==> src/rtl/core/dmx_pkg.sv <==
// Shared types, constants and sample arithmetic for the stereo downmixer.
package dmx_pkg;

  localparam int unsigned MaxChannels = 8;
  localparam int unsigned PosW        = $clog2(MaxChannels);
  localparam int unsigned CountW      = 4;
  localparam int unsigned FmtW        = 2;
  localparam int unsigned WordW       = 32;
  localparam int unsigned SampW       = 27;   // Q4.23
  localparam int unsigned SumW        = 28;
  localparam int unsigned OutW        = 24;   // Q1.23
  localparam int unsigned WeightW     = 16;
  localparam int unsigned ProdW       = SampW + WeightW;
  localparam int unsigned CfgIdxW     = 1;
  localparam int unsigned CfgDataW    = 4;

  // 0.7071 in Q1.15
  localparam logic signed [WeightW-1:0] WeightK = 16'sd23170;

  typedef enum logic [FmtW-1:0] {
    FMT_PCM16 = 2'd0,
    FMT_PCM24 = 2'd1,
    FMT_PCM32 = 2'd2,
    FMT_FLT32 = 2'd3
  } fmt_e;

  typedef enum logic [CfgIdxW-1:0] {
    REG_FORMAT = 1'b0,
    REG_COUNT  = 1'b1
  } reg_idx_e;

  typedef enum logic [1:0] {
    W_NONE  = 2'd0,
    W_UNITY = 2'd1,
    W_K     = 2'd2,
    W_HALF  = 2'd3
  } weight_e;

  // Routing of one channel into the two sums, plus frame end flag.
  typedef struct packed {
    weight_e left;
    weight_e right;
    logic    last;
  } route_t;

  function automatic logic signed [SampW-1:0] decode_float(input logic [WordW-1:0] w);
    logic [7:0]       e;
    logic [23:0]      m;
    logic [7:0]       sh;
    logic [SampW-1:0] mag;
    logic signed [SampW-1:0] res;
    e   = w[30:23];
    m   = {1'b1, w[22:0]};
    sh  = 8'd127 - e;
    mag = '0;
    if (e == 8'hFF || e == 8'h00) begin
      res = '0;
    end else if (e >= 8'd130) begin
      res = w[31] ? {1'b1, {(SampW-1){1'b0}}} : {1'b0, {(SampW-1){1'b1}}};
    end else begin
      if (e >= 8'd127) begin
        mag = {3'b000, m} << (e - 8'd127);
      end else if (sh >= 8'd24) begin
        mag = '0;
      end else begin
        mag = {3'b000, m} >> sh[4:0];
      end
      res = w[31] ? -$signed(mag) : $signed(mag);
    end
    return res;
  endfunction

  function automatic logic signed [SampW-1:0] decode(input fmt_e fmt,
                                                     input logic [WordW-1:0] w);
    logic signed [SampW-1:0] res;
    unique case (fmt)
      FMT_PCM16: res = {{3{w[15]}}, w[15:0], 8'h00};
      FMT_PCM24: res = {{3{w[23]}}, w[23:0]};
      FMT_PCM32: res = {{3{w[31]}}, w[31:8]};
      FMT_FLT32: res = decode_float(w);
      default:   res = '0;
    endcase
    return res;
  endfunction

  // Add a weighted sample to a sum and clamp to the sum range.
  function automatic logic signed [SumW-1:0] acc_sat(input logic signed [SumW-1:0] s,
                                                     input logic signed [SampW-1:0] a);
    logic signed [SumW:0] t;
    logic signed [SumW-1:0] res;
    t = {s[SumW-1], s} + {{2{a[SampW-1]}}, a};
    if (t[SumW] != t[SumW-1]) begin
      res = t[SumW] ? {1'b1, {(SumW-1){1'b0}}} : {1'b0, {(SumW-1){1'b1}}};
    end else begin
      res = t[SumW-1:0];
    end
    return res;
  endfunction

  // Clamp a sum to the Q1.23 output range.
  function automatic logic signed [OutW-1:0] out_sat(input logic signed [SumW-1:0] s);
    logic signed [OutW-1:0] res;
    if (s[SumW-1] && !(&s[SumW-2:OutW-1])) begin
      res = {1'b1, {(OutW-1){1'b0}}};
    end else if (!s[SumW-1] && (|s[SumW-2:OutW-1])) begin
      res = {1'b0, {(OutW-1){1'b1}}};
    end else begin
      res = s[OutW-1:0];
    end
    return res;
  endfunction

endpackage

==> src/rtl/core/pcm_multichannel_stereo_downmix.sv <==
// Multichannel PCM to stereo downmixer: decode, weight, accumulate, emit per frame.
//
//  channel   | port group        | payload (lowest bit first)
//  ----------+-------------------+-------------------------------------------
//  input     | s_axis_*          | tdata[31:0]  sample_word
//  output    | m_axis_*          | tdata[23:0]  left_out, tdata[47:24] right_out
//  config    | cfg_we/idx/data_i | idx 0 sample_format, idx 1 channel_count
//
// One item per cycle is accepted while the input is not stalled. While an item sits
// in the input register, decode, the 27x16 weight multiply and the sum update run;
// a frame result is written to the output register when the frame's last item
// leaves the input register. The input stalls only when a frame end sits in the
// input register while a result waits in the output register and the receiver
// holds off. Reset clears the sums, the channel position, both valid flags and
// the configuration (pcm16, two channels).
module pcm_multichannel_stereo_downmix (
  input  logic                               clk_i,
  input  logic                               rst_ni,
  input  logic                               cfg_we_i,
  input  logic [dmx_pkg::CfgIdxW-1:0]        cfg_idx_i,
  input  logic [dmx_pkg::CfgDataW-1:0]       cfg_data_i,
  input  logic                               s_axis_tvalid_i,
  output logic                               s_axis_tready_o,
  input  logic [dmx_pkg::WordW-1:0]          s_axis_tdata_i,   // sample_word
  output logic                               m_axis_tvalid_o,
  input  logic                               m_axis_tready_i,
  output logic [2*dmx_pkg::OutW-1:0]         m_axis_tdata_o    // left_out, right_out
);

  dmx_pkg::fmt_e                     fmt_q;
  logic [dmx_pkg::CountW-1:0]        count_q;
  logic [dmx_pkg::PosW-1:0]          pos_q, pos_d;
  logic [dmx_pkg::CountW-1:0]        count_eff;
  dmx_pkg::route_t                   route_d, route_q;
  logic                              in_valid_q;
  logic [dmx_pkg::WordW-1:0]         word_q;
  logic                              out_valid_q;
  logic signed [dmx_pkg::OutW-1:0]   left_out_q, right_out_q;
  logic signed [dmx_pkg::SumW-1:0]   left_sum_q, right_sum_q;
  logic signed [dmx_pkg::SumW-1:0]   left_new, right_new;
  logic signed [dmx_pkg::SampW-1:0]  x, kx, hx, left_add, right_add;
  logic signed [dmx_pkg::ProdW-1:0]  prod;
  logic                              advance;
  logic                              accept;

  // Clamp the channel count: zero acts as one, above the maximum as the maximum.
  always_comb begin
    if (count_q == '0) begin
      count_eff = dmx_pkg::CountW'(1);
    end else if (count_q > dmx_pkg::CountW'(dmx_pkg::MaxChannels)) begin
      count_eff = dmx_pkg::CountW'(dmx_pkg::MaxChannels);
    end else begin
      count_eff = count_q;
    end
  end

  // Route the incoming channel by position and channel count.
  always_comb begin
    route_d.left  = dmx_pkg::W_NONE;
    route_d.right = dmx_pkg::W_NONE;
    route_d.last  = ({1'b0, pos_q} + 4'd1) >= count_eff;
    unique case (pos_q)
      3'd0: begin
        route_d.left = dmx_pkg::W_UNITY;
        if (count_eff == 4'd1) route_d.right = dmx_pkg::W_UNITY;
      end
      3'd1: route_d.right = dmx_pkg::W_UNITY;
      3'd2: begin
        if (count_eff == 4'd3 || count_eff >= 4'd5) begin
          route_d.left  = dmx_pkg::W_K;
          route_d.right = dmx_pkg::W_K;
        end else if (count_eff == 4'd4) begin
          route_d.left = dmx_pkg::W_K;
        end
      end
      3'd3: if (count_eff == 4'd4) route_d.right = dmx_pkg::W_K;
      3'd4: begin
        route_d.left = dmx_pkg::W_K;
        if (count_eff == 4'd5) route_d.right = dmx_pkg::W_K;
      end
      3'd5: route_d.right = dmx_pkg::W_K;
      3'd6: route_d.left  = dmx_pkg::W_HALF;
      3'd7: route_d.right = dmx_pkg::W_HALF;
      default: ;
    endcase
    pos_d = route_d.last ? '0 : pos_q + 3'd1;
  end

  // Hold the item in the input register while its frame result cannot be stored.
  assign advance         = in_valid_q && (!route_q.last || !out_valid_q || m_axis_tready_i);
  assign s_axis_tready_o = !in_valid_q || advance;
  assign accept          = s_axis_tvalid_i && s_axis_tready_o;

  // Decode, weight and accumulate.
  always_comb begin
    x    = dmx_pkg::decode(fmt_q, word_q);
    prod = x * dmx_pkg::WeightK;
    kx   = prod[dmx_pkg::ProdW-2:15];
    hx   = x >>> 1;
    unique case (route_q.left)
      dmx_pkg::W_UNITY: left_add = x;
      dmx_pkg::W_K:     left_add = kx;
      dmx_pkg::W_HALF:  left_add = hx;
      default:          left_add = '0;
    endcase
    unique case (route_q.right)
      dmx_pkg::W_UNITY: right_add = x;
      dmx_pkg::W_K:     right_add = kx;
      dmx_pkg::W_HALF:  right_add = hx;
      default:          right_add = '0;
    endcase
    left_new  = dmx_pkg::acc_sat(left_sum_q, left_add);
    right_new = dmx_pkg::acc_sat(right_sum_q, right_add);
  end

  always_ff @(posedge clk_i or negedge rst_ni) begin
    if (!rst_ni) begin
      fmt_q       <= dmx_pkg::FMT_PCM16;
      count_q     <= dmx_pkg::CountW'(2);
      pos_q       <= '0;
      in_valid_q  <= 1'b0;
      route_q     <= '0;
      out_valid_q <= 1'b0;
      left_sum_q  <= '0;
      right_sum_q <= '0;
    end else begin
      if (cfg_we_i) begin
        unique case (dmx_pkg::reg_idx_e'(cfg_idx_i))
          dmx_pkg::REG_FORMAT: fmt_q   <= dmx_pkg::fmt_e'(cfg_data_i[dmx_pkg::FmtW-1:0]);
          dmx_pkg::REG_COUNT:  count_q <= cfg_data_i;
          default: ;
        endcase
      end
      // Advance the channel position as items enter.
      if (accept) begin
        pos_q   <= pos_d;
        route_q <= route_d;
      end
      if (s_axis_tready_o) begin
        in_valid_q <= s_axis_tvalid_i;
      end
      // Update the sums; clear them at frame end.
      if (advance) begin
        if (route_q.last) begin
          left_sum_q  <= '0;
          right_sum_q <= '0;
        end else begin
          left_sum_q  <= left_new;
          right_sum_q <= right_new;
        end
      end
      if (advance && route_q.last) begin
        out_valid_q <= 1'b1;
      end else if (m_axis_tready_i) begin
        out_valid_q <= 1'b0;
      end
    end
  end

  // Payload registers.
  always_ff @(posedge clk_i) begin
    if (accept) begin
      word_q <= s_axis_tdata_i;
    end
    if (advance && route_q.last) begin
      left_out_q  <= dmx_pkg::out_sat(left_new);
      right_out_q <= dmx_pkg::out_sat(right_new);
    end
  end

  assign m_axis_tvalid_o = out_valid_q;
  assign m_axis_tdata_o  = {right_out_q, left_out_q};

  // A frame end that leaves the input stage always lands in the output register.
  a_frame_out: assert property (@(posedge clk_i) disable iff (!rst_ni)
    advance && route_q.last |=> m_axis_tvalid_o)
    else $error("frame result lost");

  // The sums restart from zero after each frame end.
  a_sum_clear: assert property (@(posedge clk_i) disable iff (!rst_ni)
    advance && route_q.last |=> left_sum_q == '0 && right_sum_q == '0)
    else $error("sums not cleared at frame end");

  // The input stalls only behind a pending frame end and a stalled output.
  a_stall_cause: assert property (@(posedge clk_i) disable iff (!rst_ni)
    !s_axis_tready_o |-> in_valid_q && route_q.last && out_valid_q && !m_axis_tready_i)
    else $error("input stalled without cause");

  // A waiting result only leaves on a handshake.
  a_out_hold: assert property (@(posedge clk_i) disable iff (!rst_ni)
    m_axis_tvalid_o && !m_axis_tready_i |=> m_axis_tvalid_o && $stable(m_axis_tdata_o))
    else $error("result changed while stalled");

endmodule
==> config.mk <==
export PLATFORM = sky130hd
export DESIGN_NAME = pcm_multichannel_stereo_downmix
export DESIGN_NICKNAME = d
export VERILOG_FILES = /design/src/rtl/core/dmx_pkg.sv /design/src/rtl/core/pcm_multichannel_stereo_downmix.sv
export SDC_FILE = /design/constraint.sdc
export NUM_CORES = 1
export LEC_CHECK = 0
export BUFFER_PORTS_ARGS = -buffer_cell sky130_fd_sc_hd__buf_2
export CELL_PAD_IN_SITES_DETAIL_PLACEMENT = 1
export CELL_PAD_IN_SITES_GLOBAL_PLACEMENT = 1
export CORE_MARGIN = 2
export CORE_UTILIZATION = 35
export CTS_CLUSTER_SIZE = 28
export DETAILED_ROUTE_END_ITERATION = 8
export PLACE_DENSITY = 0.65
export SLEW_MARGIN = 20
export SYNTH_ARGS = -nofsm -noshare
export SYNTH_HDL_FRONTEND = slang
export SYNTH_SLANG_ARGS = --single-unit
==> constraint.sdc <==
create_clock -name clk_i -period 14.97 [get_ports clk_i]
set_input_delay 2.2455 -clock clk_i [delete_from_list [all_inputs] [get_ports clk_i]]
set_output_delay 2.2455 -clock clk_i [all_outputs]
set_load 0.02 [all_outputs]
Word-level counts from Yosys, hierarchy flattened

Index checks and enable logic that the tools add are counted.

Latch bits: 0
Input port bits: 42
Word-level logic and storage cells: 115
Flip-flop bits (word level): 152
Memory bits (read-only): 0
Memory bits (writable): 0
Memories kept: 0

$add $sub $neg: 7
Shift operators: 2
Magnitude comparators: 6
Divide/modulo/power cells: 0
Equality and inequality tests: 23
Multiply operators: 1
Reduce and logical (&&, ||, !) cells: 30
Bitwise gates (word level): 1
Multiplexer cells: 32

Operator list:

| kind                                                                   | number |
|---|---|
| 27-bit 2-to-1 mux                                                      | 9 |
| 28-bit 2-to-1 mux                                                      | 6 |
| 27-bit one-hot mux with 3 select lines                                 | 2 |
| 27-bit one-hot mux with 4 select lines                                 | 1 |
| 28-bit by 27-bit adder with 29-bit output                              | 2 |
| 24-bit 2-to-1 mux                                                      | 2 |
| 27-bit by 15-bit multiplier with 41-bit output (second input constant) | 1 |
| 27-bit negation                                                        | 1 |
| 24-bit by 8-bit left shift with 27-bit output                          | 1 |
| 24-bit by 5-bit right shift with 27-bit output                         | 1 |
| 2-bit one-hot mux with 7 select lines                                  | 1 |
| 2-bit == test (second input constant)                                  | 6 |
| 3-bit == test (second input constant)                                  | 4 |
| 4-bit by 3-bit == test with 1-bit output (second input constant)       | 2 |
| 8-bit == test (second input constant)                                  | 1 |
| 8-bit by 5-bit >= comparator with 1-bit output (second input constant) | 1 |
| 8-bit by 7-bit >= comparator with 1-bit output (second input constant) | 1 |
| 8-bit >= comparator (second input constant)                            | 1 |
| 8-bit zero test                                                        | 1 |
| 2-bit 2-to-1 mux                                                       | 4 |
| 4-bit 2-to-1 mux                                                       | 2 |
| 2-bit one-hot mux with 4 select lines                                  | 1 |
| 4-bit AND reduction                                                    | 2 |
| 4-bit OR reduction                                                     | 2 |
| 24 further kinds                                                       | 47 |

Logic depth before layout (Yosys ltp)

Depth after elaboration: 20
Mapped depth: 61
Gate-level depth less buffers: 51

Worst setup path before layout

No wires, ideal clock.

Kind: register -> register
Start: register word_q[23] in the netlist's numbering
End: register right_out_q[10] in the netlist's numbering, data pin
Buffers on the path: 9
Stages on the path, launching flop included: 49
Data required time: 14700 ps
Arrival: 12105 ps
Slack: 2595 ps
Clock period less this slack: 12375 ps
Cell sequence: edfxtp_1 > buf_4 > buf_6 > inv_2 > buf_2 > buf_2 > ha_1 > buf_6 > buf_6 > buf_6 > mux2_1 > a21o_1 > and2_1 > nor2_1 > o32a_1 > nor4b_2 > nand4_4 > nor3_1 > (+13 left out) > or4_1 > o41ai_2 > nand3_1 > nand2_1 > a21oi_1 > xnor2_1 > a22o_1 > ha_1 > a21o_1 > a21o_1 > a21o_1 > o311a_1 > nor2_1 > o32ai_1 > or2_2 > o41ai_2 > clkbuf_1 > a21oi_1

Word-level cells in the longest chain between the ends: 20
Elaborated cells on any way between the ends: 33
Those cells by class: add/sub (4); mul (1); order compare (3); eq/ne (2); shift (2); mux (13); reduce/logical (8)

RTL lines:

| what                                                                                                             | RTL line                               | text |
|---|---|---|
| start, declared                                                                                                  | pcm_multichannel_stereo_downmix.sv:36  | `logic [dmx_pkg::WordW-1:0] word_q;` |
| start signal, assigned                                                                                           | pcm_multichannel_stereo_downmix.sv:163 | `word_q <= s_axis_tdata_i;` |
| 7-bit by 8-bit subtractor with 8-bit output                                                                      | dmx_pkg.sv:54                          | `sh = 8'd127 - e;` |
| 8-bit by 5-bit >= comparator with 1-bit output or 24-bit by 5-bit right shift with 27-bit output (tied branches) | dmx_pkg.sv:63, dmx_pkg.sv:66           |  |
| 27-bit 2-to-1 mux                                                                                                | dmx_pkg.sv:63                          | `end else if (sh >= 8'd24) begin` |
| 27-bit 2-to-1 mux                                                                                                | dmx_pkg.sv:61                          | `if (e >= 8'd127) begin` |
| 27-bit 2-to-1 mux                                                                                                | dmx_pkg.sv:58                          | `end else if (e >= 8'd130) begin` |
| 27-bit 2-to-1 mux                                                                                                | dmx_pkg.sv:56                          | `if (e == 8'hFF \|\| e == 8'h00) begin` |
| 27-bit 2-to-1 mux                                                                                                | dmx_pkg.sv:76                          | `unique case (fmt)` |
| 27-bit negation                                                                                                  | dmx_pkg.sv:68                          | `res = w[31] ? -$signed(mag) : $signed(mag);` |
| (+4 left out)                                                                                                    | n/a                                    |  |
| 27-bit by 15-bit multiplier with 41-bit output                                                                   | pcm_multichannel_stereo_downmix.sv:97  | `prod = x * dmx_pkg::WeightK;` |
| 27-bit one-hot mux with 3 select lines (*)                                                                       | pcm_multichannel_stereo_downmix.sv:106 | `unique case (route_q.right)` |
| 28-bit by 27-bit adder with 29-bit output (*)                                                                    | dmx_pkg.sv:91                          | `t = {s[SumW-1], s} + {{2{a[SampW-1]}}, a};` |
| 28-bit 2-to-1 mux or 1-bit != test (tied branches)                                                               | dmx_pkg.sv:93, dmx_pkg.sv:92           |  |
| 28-bit 2-to-1 mux (*)                                                                                            | dmx_pkg.sv:92                          | `if (t[SumW] != t[SumW-1]) begin` |
| 4-bit OR reduction (tied with other cells)                                                                       | dmx_pkg.sv:105                         | `end else if (!s[SumW-1] && (\|s[SumW-2:OutW-1])) begin` |
| 1-bit logical AND or 1-bit zero test (tied branches)                                                             | dmx_pkg.sv:105, dmx_pkg.sv:103         |  |
| 24-bit 2-to-1 mux or 1-bit logical AND (tied branches)                                                           | dmx_pkg.sv:105, dmx_pkg.sv:103         |  |
| end signal, assigned                                                                                             | pcm_multichannel_stereo_downmix.sv:167 | `right_out_q <= dmx_pkg::out_sat(right_new);` |
| end, declared                                                                                                    | pcm_multichannel_stereo_downmix.sv:38  | `logic signed [dmx_pkg::OutW-1:0] left_out_q, right_out_q;` |

Every way passes the cells marked *; elsewhere a longest branch is shown, timed or not. The select of a mux whose other input is x is not followed.
A chain may end at the register's enable or synchronous reset.

Worst setup path after layout

Start: register word_q[23] in the netlist's numbering
End: register right_out_q[17] in the netlist's numbering, data pin

The elaborated chain is that of the path after synthesis.

==> results.py <==
metrics = {
    "logic_synthesis": {
        "post_synth_inst_count": 2260,
        "synth_flop_cell": "edfxtp_1",
        "synth_area_um2": 20450,
        "synth_enable_flop_cells": 80,
        "synthDistinctLibCells": 104,
        "flip_flop_and_latch_count_after_synthesis": 152,
        "yosys_warn_count": 0,
        "synth_async_sr_flop_share": 0.4737,
        "post_synthesis_area_per_instance_um2": 9.050,
        "synth_nets": 2659,
        "yosysSeqAreaShare": 0.2056,
    },
    "finish": {
        "area_growth_pct": 9.330,
        "fillerInstances": 6784,
        "drive_gt1_frac": 0.1345,
        "antenna_cells_inserted": 0,
        "finish.net_count": 2699,
    },
    "clock_tree": {
        "clock_tree.root_cell": "clkbuf_16",
        "tritoncts_clock_tree": "done",
        "ctsHoldBuffers": 0,
        "cts_inserted_buffers": 17,
        "cts-htree-levels": 4,
        "cts_buffer_depth": 2,
        "clk_latency_ns": 0.51,
        "setup_fix_buffers_added_after_clock_tree_synthesis": 0,
        "cts_num_sinks": 152,
        "clkSlewWorstSetupHoldPaths_ns": 0.07,
        "postCtsResizedCells": 0,
    },
    "critical_path": {
        "critical_path_class": "register to register",
        "path_max_fanout": 23,
        "regToRegSetupSlack_ns": 0.97,
        "worst_path_most_repeated_cell": "a21oi_1",
        "crit_path_top_delay_cell": "ha_1",
        "critical_path_required_ns": 15.20,
        "crit_arrival_ns": 14.22,
        "timing.critical_path.to_type": "register",
        "slowest_delay_ns": 0.83,
        "start_kind": "register",
    },
    "timing": {
        "grt_setup_unrepaired": "false",
        "worst_tran_pin_value_ns": 0.9943,
        "period_minus_slack_ns": 14.00,
        "top_achievable_clock_speed_ghz": 0.07145,
        "slew_headroom": 0.3348,
        "totalNegativeSetupSlack_ns": 0,
        "setup-violations-final": 0,
        "hold_viol": 0,
        "final_min_period_over_clock_period": 0.9350,
        "finClkSkew_ns": 0.02004,
        "drv_slew": 0,
    },
    "place": {
        "globalplace.congestion": 0.9883,
        "port_buffers": 91,
        "detailed_place_hpwl_um": 56490,
    },
    "detailed_routing": {
        "route.met2.wl_um": 35260,
        "length_of_the_first_detailed_routing_pass_in_iterations": 5,
        "routed_met1_length_um": 31550,
        "drt_drc_violations_left": 0,
        "post_drt_via_cell_ratio": 5.806,
        "detailroute.wirelength.met3_um": 2712,
        "detail-route-antenna-nets": 0,
        "dr.max_layer_used": "met4",
        "wl_per_cell_um": 23.72,
        "detail_route.iter0.violations": 1173,
        "wl_um": 73020,
        "detailroute.via_count": 17870,
    },
    "floorplan": {
        "io-pin-count": 92,
        "core_area_um2": 57700,
        "die-area_um2": 60380,
        "row_count": 88,
        "die-height_um": 245.7,
        "floorplan.initialDensity": 0.3545,
        "width_of_the_die_um": 245.7,
    },
    "global_routing": {
        "via_count_of_the_first_global_routing_pass": 18880,
        "grt_start_max_net_pins": 58,
        "number_of_antenna_violations_at_the_first_check_in_global_routing": 0,
        "grt_pass1_wl_um": 114300,
        "global_route.overflow_total": 0,
        "grt.total_usage": 0.2473,
    },
    "status": {
        "status": "complete, no violations",
    },
    "hold_path": {
        "min-delay-path-class": "register to register",
    },
    "job": {
        "maxCapViolCount": 0,
    },
}
-- per-layer routing --
metal | up-vias | global-route usage
met5 | - | 0
met1 | 8995 | 0.3120
met2 | 422 | 0.4171
met4 | 0 | 0.1164
li1 | 8310 | -
met3 | 144 | 0.03350
-- state kept, by name, summed over array words and instances (netlist names) --
name and count:
right_out_q 24, count_q 4, fmt_q 2, in_valid_q 1, right_sum_q 28, word_q 32, route_q 5, m_axis_tvalid_o 1
left_sum_q 28, left_out_q 24, pos_q 3
-- synthesized netlist by cell type (all sizes together) (8+ instances only) --
cell     number  share of area
and3         16         0.0051
a221oi       13         0.0062
dfrtp        71          0.087
ha          253           0.15
a31oi        20         0.0061
clkbuf       88          0.016
a22o         19         0.0081
a211oi       24          0.010
o21bai       15         0.0055
xnor2        60          0.027
buf          34          0.011
nand3        31         0.0081
nand2       203          0.037
o2bb2ai      10         0.0043
or2          11         0.0035
a21o         51          0.019
inv         203          0.037
o21a         11         0.0044
nand4        18         0.0065
a2bb2oi       8         0.0034
o31ai         9         0.0045
mux2         46          0.026
nor2b        16         0.0049
mux4         37          0.041
xor2         33          0.014
o21ai       151          0.037
edfxtp       80           0.12
o211ai       13         0.0050
nor3         20         0.0049
mux2i        62          0.030
nor2        117          0.021
and2         19         0.0058
o22ai        26         0.0083
a21oi       231          0.057
nand2b       18         0.0055
fa          104           0.10
-- placed cells by master (no fill, tap or decap), types with 19 or more instances in the layout --
cell type    n
buf_2       90
xnor2_1     57
a31oi_1     20
dfrtp_1     71
fa_1       104
a21o_1      51
buf_4       52
nand2_1    201
edfxtp_1    80
xor2_1      33
ha_1       253
a211oi_1    20
o22ai_1     25
a21oi_1    229
mux2_2      38
mux2i_1     62
nor2_1     115
nor3_1      20
a22o_1      19
mux4_2      36
nand3_1     29
o21ai_0    139
inv_1      200
-- cell type report --
cell class	instances	area (um2)	share of cell area
inverter	204	765.7	0.03425
clock inverter	14	155.1	0.006939
clock buffer	18	450.4	0.02014
tap	765	957.2	0.04281
timing repair buffer	143	860.8	0.03850
sequential	152	4205	0.1881
multi-input combinational	1782	14970	0.6693
-- worst paths after layout --
path	startpoint	endpoint	cells after the start
max	word_q[23]	right_out_q[17]	52
max reg2reg	word_q[23]	right_out_q[17]	52
min reg2reg	right_sum_q[26]	right_sum_q[26]	2
max in group asynchronous	rst_ni	count_q[0]	2
min in group asynchronous	rst_ni	left_sum_q[2]	1
min	right_sum_q[26]	right_sum_q[26]	2
-- critical path, delay by kind of cell (launching register included) --
| kind | cells | cell delay [ns] |
|---|---|---|
| AOI/OAI and AO/OA | 25 | 5.39 |
| adders and majority gates | 11 | 4.86 |
| buffers and inverters | 7 | 1.41 |
| DFF | 1 | 0.36 |
| and+or+nand+nor | 9 | 1.70 |
-- through the flow --
| step | setup slack (ns) | utilization | hold slack (ns) | std cells | area, um2 |
|---|---|---|---|---|---|
| floorplan | 2.595 | - | 0.4453 | 2260 | 20450 |
| global placement | 1.199 | 0.3770 | 0.4612 | 3046 | 21750 |
| detailed placement | 0.9708 | 0.3770 | 0.4703 | 3046 | 21750 |
| CTS | 0.9005 | 0.3875 | 0.4871 | 3078 | 22360 |
| global route | 0.02238 | 0.3876 | 0.5180 | 3078 | 22360 |
| finish | 0.9738 | 0.3876 | 0.4811 | 3078 | 22360 |
-- kinds of logic after synthesis --
logic type | count (synthesis) | synth area share
AOI/OAI and AO/OA | 683 | 0.2168
xor gates and xnor gates | 93 | 0.04093
adders and majority gates | 357 | 0.2566
buffers and inverters | 326 | 0.06466
DFF | 152 | 0.2056
muxes | 145 | 0.09678
and+or+nand+nor | 504 | 0.1186
Power is not shown: default switching activity piles up to over one toggle a cycle in this logic, so the estimate is an artifact.
